## src/pva_pkg.sv

```systemverilog
// Shared types, codes and sizes for the polyphonic voice allocator.
// No dependencies; every other file imports this package.
`default_nettype none

package pva_pkg;

  localparam int VOICES_DEF = 8;
  localparam int KEYS_DEF   = 24;
  localparam int MASK_W     = 24;
  localparam int SLOT_W     = 5;
  localparam int CNT_W      = 6;
  localparam int AGE_W      = 32;

  // request codes
  localparam logic [2:0] REQ_START_INST   = 3'd0;
  localparam logic [2:0] REQ_START_SYNTH  = 3'd1;
  localparam logic [2:0] REQ_RELEASE      = 3'd2;
  localparam logic [2:0] REQ_LATCH_SYNTH  = 3'd3;
  localparam logic [2:0] REQ_REL_LATCHED  = 3'd4;
  localparam logic [2:0] REQ_CLEAR_LATCH  = 3'd5;
  localparam logic [2:0] REQ_CLEAR_ALL    = 3'd6;
  localparam logic [2:0] REQ_CHORD        = 3'd7;

  // result status codes
  localparam logic [1:0] ST_STARTED = 2'd0;
  localparam logic [1:0] ST_TOGGLED = 2'd1;
  localparam logic [1:0] ST_LIMIT   = 2'd2;
  localparam logic [1:0] ST_FAILED  = 2'd3;

  // datapath phase commands
  localparam logic [2:0] PH_NONE  = 3'd0;
  localparam logic [2:0] PH_SCAN  = 3'd1;
  localparam logic [2:0] PH_APPLY = 3'd2;
  localparam logic [2:0] PH_CLEAR = 3'd3;
  localparam logic [2:0] PH_CHORD = 3'd4;
  localparam logic [2:0] PH_SUM   = 3'd5;

  typedef struct packed {
    logic [2:0]        req_type;
    logic [4:0]        key_index;
    logic [6:0]        base_note;
    logic              want_latch;
    logic              sustain;
    logic [MASK_W-1:0] chord_keys;
  } pva_in_t;

  typedef struct packed {
    logic [1:0]        status;
    logic [SLOT_W-1:0] slot_used;
    logic [CNT_W-1:0]  op_count;
    logic [MASK_W-1:0] key_mask;
    logic [MASK_W-1:0] visible_mask;
    logic [CNT_W-1:0]  active_count;
    logic [CNT_W-1:0]  synth_active_count;
    logic [CNT_W-1:0]  synth_latched_count;
    logic [SLOT_W-1:0] newest_slot;
    logic              newest_valid;
  } pva_out_t;

  typedef struct packed {
    logic              load;
    logic [2:0]        phase;
    logic [SLOT_W-1:0] slot;
    logic [4:0]        key;
    logic              last;
  } pva_cmd_t;

  typedef struct packed {
    logic chord_empty;
    logic chord_fail;
  } pva_stat_t;

endpackage

`default_nettype wire

```

## src/polyphonic_voice_allocator.sv

```systemverilog
// Top level of the polyphonic voice allocator: sequencer plus voice datapath.
// Depends on pva_pkg, pva_ctrl and pva_datapath.
`default_nettype none

// A request word is taken on a clock edge with start high and busy low; busy
// then stays high until the result word is out. The result sits on out_data
// for exactly one cycle with out_valid high and must be captured then; there
// is no way to hold it off. The sequencer walks the voice table one slot per
// cycle: a start request scans the table, writes the chosen slot, then sums
// the table; release/latch/clear requests scan and then sum; a chord clears
// the table, walks min(KEYS,24) keys and then sums, ending the key walk early
// if a key fails and skipping it if the mask is empty. A new
// request may be presented in the same cycle that out_valid is high.
module polyphonic_voice_allocator import pva_pkg::*; #(
  parameter int VOICES = VOICES_DEF,
  parameter int KEYS   = KEYS_DEF
) (
  input  wire logic    clk,
  input  wire logic    rst_n,
  input  wire logic    start,
  output logic         busy,
  input  wire pva_in_t in_data,
  output logic         out_valid,
  output pva_out_t     out_data
);

  pva_cmd_t  cmd;
  pva_stat_t stat;

  pva_ctrl #(
    .VOICES (VOICES),
    .KEYS   (KEYS)
  ) u_ctrl (
    .clk       (clk),
    .rst_n     (rst_n),
    .start     (start),
    .req_type  (in_data.req_type),
    .stat      (stat),
    .busy      (busy),
    .out_valid (out_valid),
    .cmd       (cmd)
  );

  pva_datapath #(
    .VOICES (VOICES),
    .KEYS   (KEYS)
  ) u_dp (
    .clk      (clk),
    .rst_n    (rst_n),
    .cmd      (cmd),
    .in_data  (in_data),
    .stat     (stat),
    .out_data (out_data)
  );

  // a result only appears once the sequencer is back to idle
  a_valid_idle: assert property (@(posedge clk) disable iff (!rst_n)
    out_valid |-> !busy)
    else $error("result strobe while busy");

  // every result closes a request that was in flight
  a_valid_after_busy: assert property (@(posedge clk) disable iff (!rst_n)
    out_valid |-> $past(busy))
    else $error("result strobe without a request");

  // an accepted word always occupies the block
  a_accept_busy: assert property (@(posedge clk) disable iff (!rst_n)
    (start && !busy) |=> busy)
    else $error("accepted word did not raise busy");

  // one result per request: the strobe never repeats back to back
  a_single_strobe: assert property (@(posedge clk) disable iff (!rst_n)
    out_valid |=> !out_valid)
    else $error("result strobe repeated");

endmodule

`default_nettype wire

```

## src/pva_ctrl.sv

```systemverilog
// Sequencer for the voice allocator: walks slots and chord keys, issues phases.
// Depends on pva_pkg.
`default_nettype none

module pva_ctrl import pva_pkg::*; #(
  parameter int VOICES = VOICES_DEF,
  parameter int KEYS   = KEYS_DEF
) (
  input  wire logic       clk,
  input  wire logic       rst_n,
  input  wire logic       start,
  input  wire logic [2:0] req_type,
  input  wire pva_stat_t  stat,
  output logic            busy,
  output logic            out_valid,
  output pva_cmd_t        cmd
);

  localparam int CHORD_N = (KEYS < MASK_W) ? KEYS : MASK_W;

  localparam logic [2:0] S_IDLE  = 3'd0;
  localparam logic [2:0] S_SCAN  = 3'd1;
  localparam logic [2:0] S_APPLY = 3'd2;
  localparam logic [2:0] S_CLEAR = 3'd3;
  localparam logic [2:0] S_CHORD = 3'd4;
  localparam logic [2:0] S_SUM   = 3'd5;

  logic [2:0]        state_r, state_nxt;
  logic [SLOT_W-1:0] slot_r, slot_nxt;
  logic [4:0]        key_r, key_nxt;
  logic              is_start_r, is_start_nxt;
  logic              out_valid_r, out_valid_nxt;
  logic              slot_last, key_last;

  assign slot_last = (slot_r == SLOT_W'(VOICES - 1));
  assign key_last  = (key_r == 5'(CHORD_N - 1));

  always_comb begin
    state_nxt     = state_r;
    slot_nxt      = slot_r;
    key_nxt       = key_r;
    is_start_nxt  = is_start_r;
    out_valid_nxt = 1'b0;
    cmd.load      = 1'b0;
    cmd.phase     = PH_NONE;
    cmd.slot      = slot_r;
    cmd.key       = key_r;
    cmd.last      = slot_last;
    case (state_r)
      S_IDLE: begin
        if (start) begin
          cmd.load     = 1'b1;
          slot_nxt     = '0;
          key_nxt      = '0;
          is_start_nxt = (req_type == REQ_START_INST) || (req_type == REQ_START_SYNTH);
          state_nxt    = (req_type == REQ_CHORD) ? S_CLEAR : S_SCAN;
        end
      end
      S_SCAN: begin
        cmd.phase = PH_SCAN;
        if (slot_last) begin
          slot_nxt  = '0;
          state_nxt = is_start_r ? S_APPLY : S_SUM;
        end else begin
          slot_nxt = slot_r + 1'b1;
        end
      end
      S_APPLY: begin
        cmd.phase = PH_APPLY;
        state_nxt = S_SUM;
      end
      S_CLEAR: begin
        cmd.phase = PH_CLEAR;
        state_nxt = stat.chord_empty ? S_SUM : S_CHORD;
      end
      S_CHORD: begin
        cmd.phase = PH_CHORD;
        if (stat.chord_fail || key_last) begin
          state_nxt = S_SUM;
        end else begin
          key_nxt = key_r + 1'b1;
        end
      end
      S_SUM: begin
        cmd.phase = PH_SUM;
        if (slot_last) begin
          slot_nxt      = '0;
          out_valid_nxt = 1'b1;
          state_nxt     = S_IDLE;
        end else begin
          slot_nxt = slot_r + 1'b1;
        end
      end
      default: begin
        state_nxt = S_IDLE;
      end
    endcase
  end

  assign busy      = (state_r != S_IDLE);
  assign out_valid = out_valid_r;

  always_ff @(posedge clk) begin
    if (!rst_n) begin
      state_r     <= S_IDLE;
      slot_r      <= '0;
      key_r       <= '0;
      is_start_r  <= 1'b0;
      out_valid_r <= 1'b0;
    end else begin
      state_r     <= state_nxt;
      slot_r      <= slot_nxt;
      key_r       <= key_nxt;
      is_start_r  <= is_start_nxt;
      out_valid_r <= out_valid_nxt;
    end
  end

endmodule

`default_nettype wire

```

## src/pva_datapath.sv

```systemverilog
// Voice table, per-slot scan logic, chord loader and result accumulators.
// Depends on pva_pkg; driven by pva_ctrl commands.
`default_nettype none

module pva_datapath import pva_pkg::*; #(
  parameter int VOICES = VOICES_DEF,
  parameter int KEYS   = KEYS_DEF
) (
  input  wire logic     clk,
  input  wire logic     rst_n,
  input  wire pva_cmd_t cmd,
  input  wire pva_in_t  in_data,
  output pva_stat_t     stat,
  output pva_out_t      out_data
);

  localparam int IDX_W = (VOICES > 1) ? $clog2(VOICES) : 1;

  // voice table
  logic             act_r  [VOICES];
  logic             lat_r  [VOICES];
  logic             syn_r  [VOICES];
  logic             loop_r [VOICES];
  logic [4:0]       key_r  [VOICES];
  logic [6:0]       midi_r [VOICES];
  logic [AGE_W-1:0] age_r  [VOICES];
  logic [AGE_W-1:0] age_cnt_r;

  pva_in_t          req_r;

  // start search
  logic             hit_r, hit_lat_r, free_r;
  logic [IDX_W-1:0] hit_idx_r, free_idx_r;

  // result words
  logic [1:0]        status_r;
  logic [SLOT_W-1:0] slot_r;
  logic [CNT_W-1:0]  count_r;
  logic [MASK_W-1:0] kmask_r, vmask_r;
  logic [CNT_W-1:0]  act_cnt_r, sact_r, slat_r;
  logic [SLOT_W-1:0] newest_r;
  logic              nvalid_r;
  logic [AGE_W-1:0]  newest_age_r;

  logic [IDX_W-1:0] ridx;
  logic             rd_act, rd_lat, rd_syn, rd_loop;
  logic [4:0]       rd_key;
  logic [6:0]       rd_midi;
  logic [AGE_W-1:0] rd_age;

  logic [7:0]       midi_in, cmidi;
  logic             is_start, is_synth, bad_key, match;
  logic             cbit, chord_fail;
  logic [IDX_W-1:0] pick_idx, chord_idx;
  logic [6:0]       vdiff;
  logic             kok, vok, newer;
  logic [31:0]      kadd, vadd;

  assign ridx    = cmd.slot[IDX_W-1:0];
  assign rd_act  = act_r[ridx];
  assign rd_lat  = lat_r[ridx];
  assign rd_syn  = syn_r[ridx];
  assign rd_loop = loop_r[ridx];
  assign rd_key  = key_r[ridx];
  assign rd_midi = midi_r[ridx];
  assign rd_age  = age_r[ridx];

  assign is_start = (req_r.req_type == REQ_START_INST) || (req_r.req_type == REQ_START_SYNTH);
  assign is_synth = (req_r.req_type == REQ_START_SYNTH);
  assign midi_in  = {1'b0, req_r.base_note} + {3'b000, req_r.key_index};
  assign bad_key  = ({1'b0, req_r.key_index} >= 6'(KEYS)) || midi_in[7];
  assign match    = rd_act && (!is_synth || rd_syn) && (rd_key == req_r.key_index) &&
                    (rd_midi == midi_in[6:0]);
  assign pick_idx = hit_r ? hit_idx_r : free_idx_r;

  // chord: one key per cycle, voices fill slots in order after the clear
  assign cbit       = req_r.chord_keys[cmd.key];
  assign cmidi      = {1'b0, req_r.base_note} + {3'b000, cmd.key};
  assign chord_fail = (cmd.phase == PH_CHORD) && cbit &&
                      ((count_r >= CNT_W'(VOICES)) || cmidi[7]);
  assign chord_idx  = count_r[IDX_W-1:0];

  assign stat.chord_empty = (req_r.chord_keys == '0);
  assign stat.chord_fail  = chord_fail;

  // summary terms for the slot under scan
  assign kok   = ({1'b0, rd_key} < 6'(KEYS));
  assign kadd  = kok ? (32'd1 << rd_key) : 32'd0;
  assign vdiff = rd_midi - req_r.base_note;
  assign vok   = (rd_midi >= req_r.base_note) && ({1'b0, vdiff} < 8'(KEYS));
  assign vadd  = vok ? (32'd1 << vdiff[4:0]) : 32'd0;
  assign newer = !nvalid_r || (rd_age > newest_age_r);

  always_ff @(posedge clk) begin
    if (!rst_n) begin
      for (int i = 0; i < VOICES; i++) begin
        act_r[i] <= 1'b0;
      end
      age_cnt_r <= '0;
    end else begin
      if (cmd.load) begin
        req_r        <= in_data;
        status_r     <= ST_STARTED;
        slot_r       <= '0;
        count_r      <= '0;
        hit_r        <= 1'b0;
        free_r       <= 1'b0;
        kmask_r      <= '0;
        vmask_r      <= '0;
        act_cnt_r    <= '0;
        sact_r       <= '0;
        slat_r       <= '0;
        newest_r     <= '0;
        nvalid_r     <= 1'b0;
        newest_age_r <= '0;
      end
      case (cmd.phase)
        PH_SCAN: begin
          if (is_start) begin
            // first match ends the search; first free slot before it is kept
            if (!hit_r) begin
              if (match) begin
                hit_r     <= 1'b1;
                hit_idx_r <= ridx;
                hit_lat_r <= rd_lat;
              end else if (!rd_act && !free_r) begin
                free_r     <= 1'b1;
                free_idx_r <= ridx;
              end
            end
          end else begin
            case (req_r.req_type)
              REQ_RELEASE: begin
                if (rd_act && !rd_lat && rd_loop && (rd_key == req_r.key_index)) begin
                  act_r[ridx] <= 1'b0;
                  count_r     <= count_r + 1'b1;
                end
              end
              REQ_LATCH_SYNTH: begin
                if (rd_act && rd_syn) begin
                  lat_r[ridx] <= 1'b1;
                  count_r     <= count_r + 1'b1;
                end
              end
              REQ_REL_LATCHED: begin
                if (rd_act && rd_syn && rd_lat) begin
                  act_r[ridx] <= 1'b0;
                  count_r     <= count_r + 1'b1;
                end
              end
              REQ_CLEAR_LATCH: begin
                if (rd_act && rd_lat) begin
                  act_r[ridx] <= 1'b0;
                  count_r     <= count_r + 1'b1;
                end
              end
              REQ_CLEAR_ALL: begin
                if (rd_act) begin
                  count_r <= count_r + 1'b1;
                end
                if (cmd.last) begin
                  for (int i = 0; i < VOICES; i++) begin
                    act_r[i] <= 1'b0;
                  end
                  age_cnt_r <= '0;
                end
              end
              default: begin
              end
            endcase
          end
        end
        PH_APPLY: begin
          if (bad_key) begin
            status_r <= ST_FAILED;
          end else if (hit_r && hit_lat_r) begin
            slot_r <= SLOT_W'(hit_idx_r);
            if (req_r.want_latch) begin
              act_r[hit_idx_r] <= 1'b0;
              status_r         <= ST_TOGGLED;
            end
          end else if (hit_r || free_r) begin
            act_r[pick_idx]  <= 1'b1;
            lat_r[pick_idx]  <= req_r.want_latch;
            syn_r[pick_idx]  <= is_synth;
            loop_r[pick_idx] <= is_synth | req_r.sustain;
            key_r[pick_idx]  <= req_r.key_index;
            midi_r[pick_idx] <= midi_in[6:0];
            age_r[pick_idx]  <= age_cnt_r + 1'b1;
            age_cnt_r        <= age_cnt_r + 1'b1;
            slot_r           <= SLOT_W'(pick_idx);
          end else begin
            status_r <= ST_LIMIT;
          end
        end
        PH_CLEAR: begin
          if (stat.chord_empty) begin
            status_r <= ST_FAILED;
          end else begin
            for (int i = 0; i < VOICES; i++) begin
              act_r[i] <= 1'b0;
            end
            age_cnt_r <= '0;
          end
        end
        PH_CHORD: begin
          if (chord_fail) begin
            // all or nothing: drop every voice this chord placed
            for (int i = 0; i < VOICES; i++) begin
              act_r[i] <= 1'b0;
            end
            age_cnt_r <= '0;
            count_r   <= '0;
            status_r  <= ST_FAILED;
          end else if (cbit) begin
            act_r[chord_idx]  <= 1'b1;
            lat_r[chord_idx]  <= 1'b1;
            syn_r[chord_idx]  <= 1'b0;
            loop_r[chord_idx] <= req_r.sustain;
            key_r[chord_idx]  <= cmd.key;
            midi_r[chord_idx] <= cmidi[6:0];
            age_r[chord_idx]  <= age_cnt_r + 1'b1;
            age_cnt_r         <= age_cnt_r + 1'b1;
            count_r           <= count_r + 1'b1;
          end
        end
        PH_SUM: begin
          if (rd_act) begin
            act_cnt_r <= act_cnt_r + 1'b1;
            if (rd_syn) begin
              sact_r <= sact_r + 1'b1;
              if (rd_lat) begin
                slat_r <= slat_r + 1'b1;
              end
            end
            kmask_r <= kmask_r | kadd[MASK_W-1:0];
            vmask_r <= vmask_r | vadd[MASK_W-1:0];
            if (newer) begin
              newest_r     <= SLOT_W'(ridx);
              newest_age_r <= rd_age;
              nvalid_r     <= 1'b1;
            end
          end
        end
        default: begin
        end
      endcase
    end
  end

  assign out_data.status              = status_r;
  assign out_data.slot_used           = slot_r;
  assign out_data.op_count            = count_r;
  assign out_data.key_mask            = kmask_r;
  assign out_data.visible_mask        = vmask_r;
  assign out_data.active_count        = act_cnt_r;
  assign out_data.synth_active_count  = sact_r;
  assign out_data.synth_latched_count = slat_r;
  assign out_data.newest_slot         = newest_r;
  assign out_data.newest_valid        = nvalid_r;

endmodule

`default_nettype wire
```

## config.mk

```make
export PLATFORM = sky130hd
export DESIGN_NAME = polyphonic_voice_allocator
export DESIGN_NICKNAME = d
export VERILOG_FILES = /design/src/pva_pkg.sv /design/src/polyphonic_voice_allocator.sv /design/src/pva_ctrl.sv /design/src/pva_datapath.sv
export SDC_FILE = /design/constraint.sdc
export NUM_CORES = 1
export LEC_CHECK = 0
export CAP_MARGIN = 20
export CORE_UTILIZATION = 60
export DETAILED_ROUTE_END_ITERATION = 8
export DONT_BUFFER_PORTS = 1
export PLACE_DENSITY = 0.88
export SYNTH_ARGS = -nofsm -noshare
export SYNTH_HDL_FRONTEND = slang
export SYNTH_SLANG_ARGS = --single-unit
```

## constraint.sdc

```tcl
create_clock -name clk -period 7.2 [get_ports clk]
set_input_delay 1.08 -clock clk [delete_from_list [all_inputs] [get_ports clk]]
set_output_delay 1.08 -clock clk [all_outputs]
set_load 0.02 [all_outputs]
```

Word level (Yosys, flattened, before mapping):

Memory sizes are Yosys's and may differ from the RTL's. A register that Yosys moved wholly into a read port is not among the register bits.
Cells that the tools add are included.

* add/sub/neg operators: 10
* order comparisons: 7
* eq/ne operators: 35
* shift operators: 2
* muxes and demuxes: 225
* bitwise logic cells: 31
* reductions and logical operators: 56

Operator list (count)
* 32-bit 2-to-1 mux: 14
* 24-bit 2-to-1 mux: 8
* 32-bit one-hot mux with 4 select lines: 1
* 6-bit 2-to-1 mux: 21
* 1-bit 2-to-1 mux: 120
* 3-bit 2-to-1 mux: 31
* 5-bit 2-to-1 mux: 13
* 24-bit bitwise OR: 2
* 1-bit by 5-bit left shift with 24-bit output, first input constant: 2
* 32-bit by 1-bit adder with 32-bit output, second input constant: 1
* 32-bit greater-than comparator: 1
* 32-bit OR reduction: 1
* 6-bit one-hot mux with 5 select lines: 1
* 1-bit bitwise OR: 27
* 6-bit by 1-bit adder with 6-bit output, second input constant: 4
* 3-bit equality test, second input constant: 8
* 24-bit zero test: 1
* 5-bit one-hot mux with 2 select lines: 2
* 3-bit by 2-bit equality test with 1-bit output, second input constant: 6
* 3-bit one-hot mux with 6 select lines: 1
* 7-bit by 5-bit adder with 8-bit output: 2
* 2-bit 2-to-1 mux: 8
* 3-bit one-hot mux with 5 select lines: 1
* 1-bit logical AND: 14
* 37 further kinds: 76

* bits in registers: 214
* bits in writable memories: 384
* bits of input ports: 44
* word-level logic and storage cells: 401
* memories kept: 7

Memory list
* u_dp.age_r: depth 8, bits a word 32, rd ports 1, clocked after memory_dff 1, wr ports 1, RTL line pva_datapath.sv:26 `logic [AGE_W-1:0] age_r [VOICES];`
* u_dp.midi_r: depth 8, bits a word 7, rd ports 1, clocked after memory_dff 1, wr ports 1, RTL line pva_datapath.sv:25 `logic [6:0] midi_r [VOICES];`
* u_dp.key_r: depth 8, bits a word 5, rd ports 1, clocked after memory_dff 1, wr ports 1, RTL line pva_datapath.sv:24 `logic [4:0] key_r [VOICES];`
* u_dp.act_r: depth 8, bits a word 1, rd ports 1, clocked after memory_dff 1, wr ports 8, RTL line pva_datapath.sv:20 `logic act_r [VOICES];`
* u_dp.lat_r: depth 8, bits a word 1, rd ports 1, clocked after memory_dff 1, wr ports 1, RTL line pva_datapath.sv:21 `logic lat_r [VOICES];`
* u_dp.loop_r: depth 8, bits a word 1, rd ports 1, clocked after memory_dff 1, wr ports 1, RTL line pva_datapath.sv:23 `logic loop_r [VOICES];`
* +1 memories

Depth between registers and ports, before layout:

Gate-level depths: netlist (run 1).

* word-level depth: 17
* gate-level depth with buffers: 18
* gate-level depth less buffers: 12

Cells and area by module:

From an unflattened synthesis (run 1), not the netlist that was laid out.

* cell total of the unflattened synthesis: 1935
* area, all modules: 27350.0 µm²

By module, submodules not included
* pva_datapath: instances 1, cells each 1835, area each 26500.4 µm²
* pva_ctrl: instances 1, cells each 100, area each 849.6 µm²

Least setup slack after synthesis (run 1):

No wires, ideal clock.

* kind: register -> register
* from: reg with a tool-made name
* to: reg u_dp.newest_age_r[18], data pin
* setup time: 0.260 ns
* arrival time: 4.883 ns
* required time: 6.940 ns
* slack: 2.057 ns
* cell stages (with the launch flop): 19
* path buffers: 7
* clock period less this slack: 5.143 ns
* cell sequence: dfxtp_1 > buf_6 > buf_6 > buf_4 > buf_1 > buf_2 > mux4_2 > mux2_2 > ha_1 > nand4_1 > nor3_1 > nand4_1 > or4_1 > nor2_1 > a21oi_1 > a211oi_1 > buf_2 > buf_2 > mux2_2

RTL lines
* to (signal assigned): RTL line pva_datapath.sv:240 `newest_age_r <= rd_age;`
* to (decl): RTL line pva_datapath.sv:43 `logic [AGE_W-1:0] newest_age_r;`

==> summary.txt, run 1 <==
CP Class -> reg2reg
Final setup vio count -> 0
Layout area overhead -> 8.94%
Post-CTS sizing -> 0
CP endpoint kind -> flop
Critical path required time -> 7.56 ns
Total CTS buffers -> 57
CP most frequent cell -> mux2_2
Startpoint Class -> flop
Hold path depth -> 1
Die width -> 217 µm
First-pass GRT wire length -> 99200 µm
Cell area after synthesis -> 0.0278 mm²
Placed cell area -> 0.0284 mm²
Hpwl dp -> 40500 µm
CP max stage cell -> dfxtp_4
Port Buffers -> 0
Netlist cell types -> 87
Max Cap Viol -> 0
DRC violations left -> 0
# fillers -> 2861
CP cell instances -> buf_4 > mux4_2 > mux2_2 > ha_1 > nor2b_1 > o21ai_0 > nand2b_1 > a2111oi_0 > o31ai_1 > a21oi_1 > a211oi_4 > buf_12 > mux2_2
Slew @ Worst Pin -> 1.07 ns
Synthesis-stage register bit count -> 601
Placed insts -> 2507
Register Area -> 0.0175 mm²
Multi-input gate area -> 0.00967 mm²
Synth area leaders -> edfxtp_1 (59%), mux4_2 (7.1%), dfxtp_1 (3.8%)
Diode count -> 0
Hold Vio Cnt, Final -> 0
Cells after synthesis -> 1978
Initial antenna violation count -> 0
Max frequency -> 174 MHz
CP peak stage delay -> 0.95 ns
CTS root buf -> clkbuf_16
CTS Hold Buffers Added -> 0
Via count -> 17600
CP Max Fanout -> 48
Pwr dens -> 250 mW/mm²
Overall Global Routing Usage -> 0.275
IO Count -> 131
Cell accounting for the most synthesized area -> edfxtp_1
Final Instance Area -> 0.0303 mm²
Synthesized net count -> 2082
Post-CTS setup buffers -> 0
EDFF count, synth -> 548
Post-synth ARST share -> 0
Detail Route Antenna Nets -> 0
WL final -> 64800 µm
Period utilization -> 0.800
Worst hold start -> u_ctrl.slot_r[4]$_SDFFE_PN0P_
Clock skew -> 0.0279 ns
Mean Syn Cell Area -> 14.1 µm²
Drt first-iter violations -> 2171
Post-DR vias/cell -> 6.72
Row count -> 78
H-Tree Depth -> 2
Final number of max-transition violations -> 0
Yosys top cell area share -> 0.591
Gr ovfl total -> 0
Vias in the first global route -> 17500
Ys Warns -> 0
Worst min-delay path class -> reg2reg
Post-layout minimum cycle time -> 5.76 ns
Outcome -> finished clean
Worst slew margin -> 0.284
Final-stage net count -> 2071
Worst VDD drop -> 0.278 mV
Worst-Skew Late Latency -> 0.63 ns
TritonCTS clock tree -> built
Chip height -> 217 µm
Worst Reg-to-Reg Cells -> 13
Drt wl/cell -> 24.8 µm
FF-to-FF setup slack -> 1.44 ns
Hold WS -> 0.477 ns
Pre-CTS WS -> 1.51 ns
Setup ws final -> 1.44 ns
Leakage -> 10.2 nW
Critical path arrival -> 6.12 ns
Primary FF master, synth -> edfxtp_1
Die ar. -> 0.0473 mm²
Hold EP -> u_ctrl.slot_r[4]$_SDFFE_PN0P_
Initial Utilization -> 0.611
Drt pass-1 iters -> 6
Reg clk slew, reported paths -> 0.06 ns
Delay-heaviest family, CP -> compound AO/OA/AOI/OAI gates
Worst r2r dst -> u_dp.newest_age_r[27]$_DFFE_PP_
GPL Wtd Cong -> 0.948
Non-filler cells, final -> 2616
Clock Path Buffers -> 3
Register area share after synthesis -> 0.629
Share of cells above drive strength 1 -> 0.158
Core area -> 0.0456 mm²
RSZ-0062 raised after global routing -> no
Sink Count -> 601
Largest net degree at the start of global routing -> 186
Setup TNS -> 0 ns
CP bufs+invs -> 2
==> worst register-to-register path: stages (launching register included) <==
cell and delay, ns:
dfxtp_4 0.95, buf_4 0.84, mux4_2 0.68, mux2_2 0.29, ha_1 0.33, nor2b_1 0.14, o21ai_0 0.10, nand2b_1 0.08
a2111oi_0 0.09, o31ai_1 0.40, a21oi_1 0.21, a211oi_4 0.73, buf_12 0.30, mux2_2 0.37
==> stage by stage <==
| stage | total power [mW] | util |
|---|---|---|
| floorplan | 4.45 | - |
| global placement | 4.56 | 0.623 |
| detailed placement | 4.59 | 0.623 |
| CTS | 7.60 | 0.665 |
| global route | 7.79 | 0.665 |
| finish | 7.60 | 0.665 |
==> placed cells by master, fill, tap and decap left out, drive strengths merged, types with 12 or more instances in the layout <==
cell / count
mux2: 78
clkinv: 20
buf: 23
a21boi: 12
edfxtp: 548
mux2i: 48
nand3: 65
a22o: 14
dfxtp: 53
a22oi: 26
a31oi: 16
o31ai: 27
nor2: 129
mux4: 92
nor4: 12
xnor2: 38
a21o: 14
nor3: 27
clkbuf: 76
nand4: 18
ha: 57
nand2b: 13
nor2b: 32
o21ai: 87
and2: 15
nand2: 178
and3: 19
xor2: 23
inv: 70
a21oi: 56
==> metal layers <==
metal,share of wire,wire length (µm),GRT usage
met1,0.38,24600,0.366
met5,0,0,0
met2,0.48,31300,0.442
met3,0.099,6410,0.0572
met4,0.039,2530,0.117
==> state kept, by name, summed over array words and instances (netlist names), 24 cells and up, named ones only <==
| signal | cells |
|---|---|
| u_dp.key_r | 40 |
| u_dp.age_cnt_r | 32 |
| u_dp.newest_age_r | 32 |
| u_dp.age_r | 256 |
| u_dp.kmask_r | 24 |
| u_dp.vmask_r | 24 |
| u_dp.midi_r | 56 |
| u_dp.req_r | 41 |
==> cell families after synthesis <==
family          synth area share
simple gates              0.0964
xor+xnor                  0.0192
fa+ha+maj                 0.0278
mux                        0.124
compound gates            0.0770
flops                      0.629
buf+inv                   0.0266
==> power by group <==
group | internal, mW | switching (mW) | leakage, nW
clock | 1.76 | 1.31 | 0.922
combinational | 0.218 | 0.307 | 3.71
sequential | 3.87 | 0.133 | 5.60
==> area by class of cell <==
| cell class | instances | share of cell area |
|---|---|---|
| repair buffers | 23 | 0.00701 |
| multi-input cells | 1215 | 0.319 |
| well taps | 600 | 0.0248 |
| clock inverters | 32 | 0.0107 |
| flip-flops and latches | 601 | 0.578 |
| clock buffers | 76 | 0.0521 |
| inverters | 69 | 0.00854 |
==> cells in the mapped netlist, types with 27 or more instances <==
master	instances
a21oi_1	56
clkbuf_1	55
dfxtp_1	53
edfxtp_1	548
ha_1	57
inv_1	67
mux2_2	78
mux2i_1	48
mux4_2	88
nand2_1	176
nand3_1	65
nor2_1	128
nor2b_1	31
o21ai_0	81
o31ai_1	27
xnor2_1	38
==> worst max-delay path by stage <==
stage	start	depth (start not counted)	endpoint	slack, ns
2_1_floorplan	flop	18	u_dp.newest_age_r[18]$_DFFE_PP_	2.06
3_3_place_gp	flop	13	u_dp.newest_age_r[26]$_DFFE_PP_	1.60
3_5_place_dp	flop	13	u_dp.vmask_r[14]$_DFFE_PP_	1.51
4_1_cts	flop	13	u_dp.newest_age_r[12]$_DFFE_PP_	1.43
5_1_grt	flop	13	u_dp.vmask_r[15]$_DFFE_PP_	0.96
6_report	flop	13	u_dp.newest_age_r[27]$_DFFE_PP_	1.44
Note: power is estimated with default switching activity, not from simulation.
==> inputs of run 2 (changes only) <==
- CORE_UTILIZATION: 60 -> 58
- clock period: 7.2 -> 5.12 ns (I/O delays scaled with it)
==> summary.txt, run 2 (synthesis results as in run 1) <==
Startpoint Class -> flop
Worst hold start -> in_data[19]
Drt first-iter violations -> 2498
Int Power -> 8.26 mW
CP Max Fanout -> 29
WL final -> 67500 µm
Max Cap Viol -> 0
FF-to-FF setup slack -> 0.24 ns
Post-DR vias/cell -> 6.70
Non-filler cells, final -> 2631
Placed cell area -> 0.0286 mm²
Max frequency -> 205 MHz
Detail Route Antenna Nets -> 0
Pwr dens -> 351 mW/mm²
NetSw -> 2.49 mW
CP Class -> reg2reg
Placed insts -> 2520
Share of cells above drive strength 1 -> 0.161
Reg clk slew, reported paths -> 0.06 ns
Hpwl dp -> 40500 µm
Initial Utilization -> 0.593
Row count -> 79
CTS root buf -> clkbuf_16
Biggest registers after layout -> u_dp.age_r: 256 flops, u_dp.midi_r: 56 flops, u_dp.req_r: 41 flops
DRC violations left -> 0
Worst r2r dst -> u_dp.newest_age_r[22]$_DFFE_PP_
Outcome -> finished clean
Setup TNS -> 0 ns
Total CTS buffers -> 57
Leading cell types in the layout, fill and taps excluded -> edfxtp_1 (548), nand2_1 (174), nor2_1 (120)
GPL Wtd Cong -> 0.930
First-pass GRT wire length -> 102000 µm
Drt pass-1 iters -> 6
Die width -> 221 µm
Via count -> 17600
Layout area overhead -> 9.93%
Sink Count -> 601
Worst VDD drop -> 0.241 mV
TritonCTS clock tree -> built
CP endpoint kind -> flop
CTS Hold Buffers Added -> 0
Chip height -> 221 µm
Hold EP -> u_dp.req_r[19]$_DFFE_PP_
RSZ-0062 raised after global routing -> no
Max FFs per register -> 256
Logic pwr share -> 0.073
Switch share -> 0.231
Initial antenna violation count -> 0
Worst-Skew Late Latency -> 0.64 ns
Vias in the first global route -> 17500
Clock skew -> 0.0321 ns
Largest Register -> u_dp.age_r
Seq pwr share -> 0.523
Worst min-delay path class -> in2reg
Overall Global Routing Usage -> 0.273
Worst slew margin -> 0.245
Period utilization -> 0.953
Critical path required time -> 5.50 ns
Final Instance Area -> 0.0306 mm²
Core area -> 0.0470 mm²
Final setup vio count -> 0
# fillers -> 2936
Commonest non-fill, non-tap cell in the layout -> edfxtp_1
Drt wl/cell -> 25.7 µm
Hold path depth -> 0
Hold Vio Cnt, Final -> 0
Port Buffers -> 0
Final-stage net count -> 2080
Final core occ -> 0.652
Slew @ Worst Pin -> 1.13 ns
H-Tree Depth -> 2
Clock share of power -> 0.404
IO Count -> 131
Leakage -> 10.3 nW
Final number of max-transition violations -> 0
Gr ovfl total -> 0
Clock Path Buffers -> 3
Post-layout minimum cycle time -> 4.88 ns
Worst Reg-to-Reg Cells -> 13
Die ar. -> 0.0489 mm²
Largest net degree at the start of global routing -> 186
Critical path arrival -> 5.25 ns
Diode count -> 0
## run 2: cell types whose count changed in the layout (fill, tap and decap cells not counted), moves of 2 or more
cell / before / now
buf_4: 20 / 15
clkinv_1: 10 / 12
buf_12: 1 / 13
clkinv_2: 10 / 8
inv_6: 3 / 0
## run 2: worst max-delay path, cell delays in order (launching register included)
cell,delay [ns]
dfxtp_4,0.57
buf_16,0.22
mux4_2,0.52
mux2_2,0.30
ha_1,0.29
nand4_1,0.18
nor3_2,0.36
nand4_1,0.23
or4_1,0.59
nor2_1,0.15
a21oi_1,0.12
a211oi_4,0.42
buf_12,0.28
mux2_2,0.37
## run 2: through the flow
step | total power, mW | hold WS [ns] | worst slack [ns]
4_1_cts | 10.7 | 0.197 | 0.129
3_3_place_gp | 6.41 | 0.440 | 0.220
6_report | 10.7 | 0.232 | 0.241
3_5_place_dp | 6.45 | 0.445 | 0.103
5_1_grt | 11.0 | 0.210 | 0.0463
2_1_floorplan | 6.26 | 0.424 | 0.150
## run 2: area by class of cell
class | count | area [µm²] | area share
Clock buffer | 75 | 1560 | 0.0508
Clock inverter | 32 | 362 | 0.0118
Inverter | 69 | 259 | 0.00846
Multi-Input combinational cell | 1215 | 9680 | 0.316
Sequential cell | 601 | 17500 | 0.573
Tap cell | 607 | 759 | 0.0248
Timing Repair Buffer | 32 | 460 | 0.0150
## run 2: worst max-delay path by stage
stage                     from                         endpoint  slack, ns  depth (start not counted)
after floorplan           flop  u_dp.newest_age_r[18]$_DFFE_PP_       0.15                         18
after global placement    flop  u_dp.newest_age_r[23]$_DFFE_PP_       0.22                         12
after detailed placement  flop  u_dp.newest_age_r[22]$_DFFE_PP_       0.10                         12
after CTS                 flop  u_dp.newest_age_r[21]$_DFFE_PP_       0.13                         13
after global routing      flop  u_dp.newest_age_r[21]$_DFFE_PP_       0.05                         13
final                     flop  u_dp.newest_age_r[22]$_DFFE_PP_       0.24                         13
## run 2: timing repair
action,in CTS,in global routing
endpoints found under the setup margin,4,44
resized for setup,0,3
gates cloned,0,1
buffers inserted,1,1
## run 2: power by group through the flow
stage | Sequential (mW) | Combinational [mW] | Clock [mW]
final | 5.62 | 0.786 | 4.35
after global routing | 5.63 | 0.849 | 4.55
after CTS | 5.62 | 0.757 | 4.37
after detailed placement | 5.73 | 0.725 | 0
after global placement | 5.72 | 0.694 | 0
after floorplan | 5.67 | 0.592 | 0
## run 2: metal layers
layer / GRT usage / up-vias / routed length (µm)
met1: 0.346 / 8737 / 25000
li1: - / 7615 / -
met3: 0.0591 / 197 / 6450
met2: 0.457 / 1071 / 33500
met4: 0.117 / 0 / 2590
met5: 0 / - / 0
